--- src/hdl/mfbps_pkg.sv ---
// Shared types and constants of the page-mode frame buffer scanout.
package mfbps_pkg;

  typedef enum logic [1:0] {
    ACT_SET_POINT   = 2'd0,
    ACT_CLEAR_POINT = 2'd1,
    ACT_CLEAR_ALL   = 2'd2,
    ACT_REFRESH     = 2'd3
  } action_e;

  typedef enum logic [1:0] {
    ST_CLEAR,
    ST_IDLE,
    ST_RMW,
    ST_SCAN
  } state_e;

  typedef struct packed {
    logic       is_hdr;
    logic       is_last;
    logic [7:0] hdr_byte;
  } scan_t;

  localparam logic [7:0] CmdPageBase = 8'hB0;
  localparam logic [7:0] CmdColLow   = 8'h00;
  localparam logic [7:0] CmdColHigh  = 8'h10;
  localparam int         HdrLen      = 3;

endpackage

--- src/hdl/mfbps_scan.sv ---
// Scan sequencer: page and step counters, command bytes and store address.
module mfbps_scan #(
  parameter int COLUMNS = 128,
  parameter int PAGES   = 8,
  parameter int AW      = 10,
  parameter int PW      = 3,
  parameter int SW      = 8
) (
  input  logic                clk_i,
  input  logic                rst_ni,
  input  logic                advance_i,
  output mfbps_pkg::scan_t    scan_o,
  output logic [AW-1:0]       addr_o
);

  localparam logic [SW-1:0] PosLast  = SW'(COLUMNS + mfbps_pkg::HdrLen - 1);
  localparam logic [PW-1:0] PageLast = PW'(PAGES - 1);
  localparam logic [SW-1:0] HdrLenW  = SW'(mfbps_pkg::HdrLen);

  logic [SW-1:0] pos_q, pos_d;
  logic [PW-1:0] page_q, page_d;
  logic [SW-1:0] col;

  always_comb begin
    col    = pos_q - HdrLenW;
    addr_o = AW'(32'(page_q) * COLUMNS + 32'(col));

    scan_o.is_hdr  = pos_q < HdrLenW;
    scan_o.is_last = (pos_q == PosLast) && (page_q == PageLast);
    priority if (pos_q == SW'(0)) begin
      scan_o.hdr_byte = mfbps_pkg::CmdPageBase + 8'(page_q);
    end else if (pos_q == SW'(1)) begin
      scan_o.hdr_byte = mfbps_pkg::CmdColLow;
    end else begin
      scan_o.hdr_byte = mfbps_pkg::CmdColHigh;
    end

    pos_d  = pos_q;
    page_d = page_q;
    if (advance_i) begin
      if (pos_q == PosLast) begin
        pos_d  = '0;
        page_d = (page_q == PageLast) ? '0 : page_q + PW'(1);
      end else begin
        pos_d = pos_q + SW'(1);
      end
    end
  end

  always_ff @(posedge clk_i or negedge rst_ni) begin
    if (!rst_ni) begin
      pos_q  <= '0;
      page_q <= '0;
    end else begin
      pos_q  <= pos_d;
      page_q <= page_d;
    end
  end

endmodule

--- config.mk ---
export PLATFORM = sky130hd
export DESIGN_NAME = mfbps_scan
export DESIGN_NICKNAME = d
export VERILOG_FILES = /design/src/hdl/mfbps_pkg.sv /design/src/hdl/mfbps_scan.sv
export SDC_FILE = /design/constraint.sdc
export NUM_CORES = 1
export LEC_CHECK = 0
export ABC_CLOCK_PERIOD_IN_PS = 3220
export BUFFER_PORTS_ARGS = -buffer_cell sky130_fd_sc_hd__buf_2
export CORE_UTILIZATION = 35
export DETAILED_ROUTE_END_ITERATION = 12
export MAX_ROUTING_LAYER = met4
export PLACE_DENSITY = 0.61
export SYNTH_ARGS = -nofsm -noshare
export SYNTH_HDL_FRONTEND = slang
export SYNTH_SLANG_ARGS = --single-unit
--- constraint.sdc ---
create_clock -name clk_i -period 3.22 [get_ports clk_i]
set_clock_uncertainty 0.2 [all_clocks]
set_input_delay 0.322 -clock clk_i [delete_from_list [all_inputs] [get_ports clk_i]]
set_output_delay 0.322 -clock clk_i [all_outputs]
set_load 0.05 [all_outputs]
==> results of run 1 <==
[synthesized netlist by cell type, drive strengths merged (2+ instances only)]
cell type	n
xor2	5
o21ai	2
inv	2
nor3	4
and2	2
mux2	3
and3	5
nand2	8
buf	5
nor2	2
dfrtp	11
xnor2	6
nand4	3
ha	8
clkbuf	3
[kinds of logic (layout without fill, tap and decap cells)]
kind of cell    after synthesis  after routing  synth area share
other cells                   1              2          0.004705
compound gates                7              7           0.05652
fa+ha+maj                     8              8            0.1256
flops                        11             11            0.3454
mux                           4              4           0.05494
xor+xnor                     11             11            0.1209
simple gates                 31             31            0.2292
buf+inv                      10             29           0.06278
[metrics by stage]
step	setup WS [ns]	cell area, um2	hold WS (ns)
2_1_floorplan	0.1267	800.8	-0.1736
4_1_cts	0.1956	943.4	0.1630
3_5_place_dp	0.4964	907.1	0.01054
5_1_grt	0.05233	943.4	0.1716
3_3_place_gp	0.5639	907.1	0.008467
6_report	0.2336	943.4	0.1666
[worst max-delay path, cell delays in order (launching register included)]
cell and delay [ns]:
dfrtp_1 0.44, or4_1 0.57, a211oi_1 0.27, xor2_1 0.17, ha_1 0.16, ha_1 0.15, xor2_1 0.15, buf_2 0.28
[routing by layer]
metal / global-route usage / share of wire
met5: - / 0
met4: 0.02857 / 0.0038
met3: 0.04630 / 0.044
met2: 0.2252 / 0.44
met1: 0.2038 / 0.51
[cell type report]
class / count / area [um2]
Clock buffer: 4 / 26.28
Fill cell: 203 / 1099
Inverter: 2 / 7.507
Multi-Input combinational cell: 63 / 475.5
Sequential cell: 11 / 275.3
Tap cell: 27 / 33.78
Timing Repair Buffer: 23 / 125.1
[worst paths after layout]
| kind | startpoint | slack [ns] | to | depth (start not counted) |
|---|---|---|---|---|
| max in group asynchronous | rst_ni | 2.37 | page_q[2] | 2 |
| setup / recovery | pos_q[5] | 0.23 | addr_o[9] | 7 |
| min in group asynchronous | rst_ni | 0.25 | pos_q[5] | 2 |
| hold / removal | advance_i | 0.17 | pos_q[0] | 2 |
| hold reg to reg | pos_q[6] | 0.35 | pos_q[6] | 1 |
| setup reg to reg | pos_q[5] | 1.09 | pos_q[2] | 4 |
[repair_timing]
action,4_1_cts,5_1_grt
endpoints found under the setup margin,0,0
endpoints found under the hold margin,11,0
hold buffers,1,0
[sequential cells by signal, summed over array words and instances, names as in the netlist]
name and count:
page_q 3, pos_q 8
==> flow_metrics.tcl, run 1 <==
set metrics [dict create \
    rsz0062_at_grt "no" \
    yosysSeqAreaShare 0.3454 \
    cts.sinks 11 \
    postRouteWirelength_um 1598 \
    diodes 0 \
    final-hold-violation-count 0 \
    vias 654 \
    tritoncts "yes" \
    drive_gt1_frac 0.3010 \
    syn_inst 83 \
    layout_common_cells "20 x buf_2, 11 x dfrtp_1, 8 x nand2_1, 8 x ha_1, 6 x xnor2_1" \
    grt_usage 0.1517 \
    netlist.top_cell.by_area "dfrtp_1" \
    port_buffers 20 \
    nets 115 \
    io_pins 23 \
    cts_resized 0 \
    path_clk_slew_ns 0.07 \
    final_cells 130 \
    place.gp.congestion 0.8094 \
    drt-pass1-iter-count 4 \
    finalSetupViolations 0 \
    synthArstFlopShare 1.000 \
    layout.cells.most_common "buf_2" \
    start_util 0.3903 \
    crit_type "reg2out" \
    core_area_um2 2042 \
    final.period_utilization 0.9275 \
    num_rows 16 \
    synth_edf_count 0 \
    vias_per_cell 5.031 \
    cp.arrival_ns 2.46 \
    cts_buffers 3 \
    netlist.area_leader.share 0.3454 \
    maxClockFrequency_mhz 334.9 \
    dieWidth_um 49.72 \
    drt_iter0_markers 7 \
    wl_per_cell_um 12.29 \
    grt-ovfl-total 0 \
    syn_area_um2 797.0 \
    placed_cells 125 \
    status "finished clean" \
    drc 0 \
    critPathMaxFanout 6 \
    htreeDepth 1 \
    tns_ns 0 \
    critPathCaptureType "output port" \
    synth_cell_types 33 \
    clock_path_buffers 2 \
    grt_start_max_net_pins 15 \
    synthTopCellsByArea "dfrtp_1 35%, ha_1 13%, xnor2_1 6.6%, xor2_1 5.5%, mux2_2 4.2%" \
    die_area_um2 2472 \
    synth_flop_cell "dfrtp_1" \
    clk_latency_ns 0.27 \
    final_antenna_net_count 0 \
    min_period_ns 2.986 \
    die_h_um 49.72 \
    drv_cap 0 \
    grt_pass1_vias 575 \
    dp_hpwl_um 1189 \
    post_cts_buffers 0 \
    antenna_found_initial 0 \
    drv_slew 0 \
    post-route-util 0.4620 \
    grt_pass1_wl_um 2808 \
    area_growth_pct 18.37 \
    ys_ff_latch 11 \
    yosys_warnings 0 \
    syn_avg_cell_area_um2 9.603 \
    startpoint_type "register" \
    cts_root_buf "clkbuf_4" \
    hp-class "in2reg" \
    cp.required_ns 2.70 \
]
Power of run 1 is not shown: default switching activity piles up to over one toggle a cycle in this logic, so the estimate is an artifact.
==> run 2: changes to the inputs <==
--- a/config.mk
+++ b/config.mk
@@ -7,10 +7,13 @@
 export LEC_CHECK = 0
 export ABC_CLOCK_PERIOD_IN_PS = 3220
 export BUFFER_PORTS_ARGS = -buffer_cell sky130_fd_sc_hd__buf_2
+export CORE_MARGIN = 2
 export CORE_UTILIZATION = 35
 export DETAILED_ROUTE_END_ITERATION = 12
 export MAX_ROUTING_LAYER = met4
 export PLACE_DENSITY = 0.61
+export REMOVE_ABC_BUFFERS = 1
+export SLEW_MARGIN = 0
 export SYNTH_ARGS = -nofsm -noshare
 export SYNTH_HDL_FRONTEND = slang
 export SYNTH_SLANG_ARGS = --single-unit
==> run 2 against run 1 <==
Effect of this change:
- critical path depth did not move
- largest cell class unchanged
- via count decreased by 1.7%
- worst setup slack worse by 0.044 ns
- wire length is 1.4% higher
- first-iteration DRC count is 86% higher
- cell count did not move
- clock-buffer cell count is the same
- core utilization decreased by 3.4 points
==> flow_metrics.tcl, run 2 (same netlist as run 1, synthesis figures left out) <==
set metrics [dict create \
    drive_gt1_frac 0.2941 \
    critPathMaxFanout 6 \
    num_rows 17 \
    drc 0 \
    cts_buffers 3 \
    io_pins 23 \
    start_util 0.3638 \
    die_area_um2 2675 \
    post_cts_buffers 0 \
    antenna_found_initial 0 \
    vias 643 \
    area_growth_pct 17.58 \
    largestRegisters "pos_q: 8 flops, page_q: 3 flops" \
    drv_slew 0 \
    drt-pass1-iter-count 4 \
    rsz0062_at_grt "no" \
    tns_ns 0 \
    cp-startpoint "pos_q[5]" \
    clk_latency_ns 0.28 \
    status "finished clean" \
    postRouteWirelength_um 1621 \
    final_antenna_net_count 0 \
    fin_area_um2 937.1 \
    grt_start_max_net_pins 16 \
    die_h_um 51.72 \
    layout_common_cells "20 x buf_2, 11 x dfrtp_1, 8 x nand2_1, 8 x ha_1, 6 x xnor2_1" \
    cp.arrival_ns 2.51 \
    min-delay-start "advance_i" \
    cts-hold-fix-buffers 1 \
    finalWorstSetupSlack_ns 0.1901 \
    place.gp.congestion 0.8090 \
    post-place-ws_ns 0.4877 \
    place_area_um2 900.9 \
    grt_pass1_vias 598 \
    grt_usage 0.1453 \
    cts_root_buf "clkbuf_4" \
    cts.sinks 11 \
    cts_resized 0 \
    diodes 0 \
    nets 114 \
    drv_cap 0 \
    worst-r2r-setup-slack_ns 1.12 \
    dp_hpwl_um 1172 \
    tritoncts "yes" \
    wl_per_cell_um 12.47 \
    grt-ovfl-total 0 \
    largest_reg_flops 8 \
    regMostFlops "pos_q" \
    hp-class "in2reg" \
    grt_pass1_wl_um 2663 \
    vias_per_cell 4.946 \
    cp.required_ns 2.70 \
    tightest_slew_ns 0.5145 \
    reg2reg_from "pos_q[5]" \
    startpoint_type "register" \
    clock_path_buffers 2 \
    core_area_um2 2191 \
    dieWidth_um 51.72 \
    port_buffers 20 \
    final-hold-violation-count 0 \
    htreeDepth 1 \
    drt_iter0_markers 13 \
    finalSetupViolations 0 \
    path_clk_slew_ns 0.07 \
    crit_type "reg2out" \
    n_fill_cell 216 \
    critPathCaptureType "output port" \
    final.period_utilization 0.9410 \
    layout.cells.most_common "buf_2" \
    relSlewSlack 0.6570 \
    min_period_ns 3.030 \
    maxClockFrequency_mhz 330.0 \
]
## run 2: final timing paths
path,end,cells after the start
worst min-delay path,pos_q[1],2
worst max register to register,page_q[0],4
max in group asynchronous,pos_q[3],2
worst min register to register,pos_q[6],1
min in group asynchronous,page_q[0],2
worst max-delay path,addr_o[9],7
## run 2: cell type report
class | count | area, um2 | share of cell area
multi-input combinational | 63 | 475.5 | 0.5073
timing repair buffer | 22 | 117.6 | 0.1255
inverter | 2 | 7.507 | 0.008011
clock buffer | 4 | 26.28 | 0.02804
tap | 28 | 35.03 | 0.03738
sequential | 11 | 275.3 | 0.2937
## run 2: metal layers
metal | vias up | global-route usage | wire (um)
li1 | 325 | - | -
met1 | 300 | 0.1718 | 765
met2 | 13 | 0.2222 | 753
met3 | 5 | 0.03448 | 59
met4 | 0 | 0.09211 | 42
met5 | - | - | 0
## run 2: critical path, stage by stage, from the launching register on
cell	delay (ns)
dfrtp_1	0.46
or4_1	0.58
a211oi_1	0.28
xor2_1	0.17
ha_1	0.16
ha_1	0.15
xor2_1	0.15
buf_2	0.28
## run 2: per-stage QoR
step,hold WS (ns),utilization,std cells
CTS,0.1542,0.4278,130
finish,0.1613,0.4278,130
floorplan,-0.1736,-,76
global placement,0.008989,0.4112,125
detailed placement,0.01181,0.4112,125
global route,0.1845,0.4278,130
Power of run 2 is left out for the same reason.
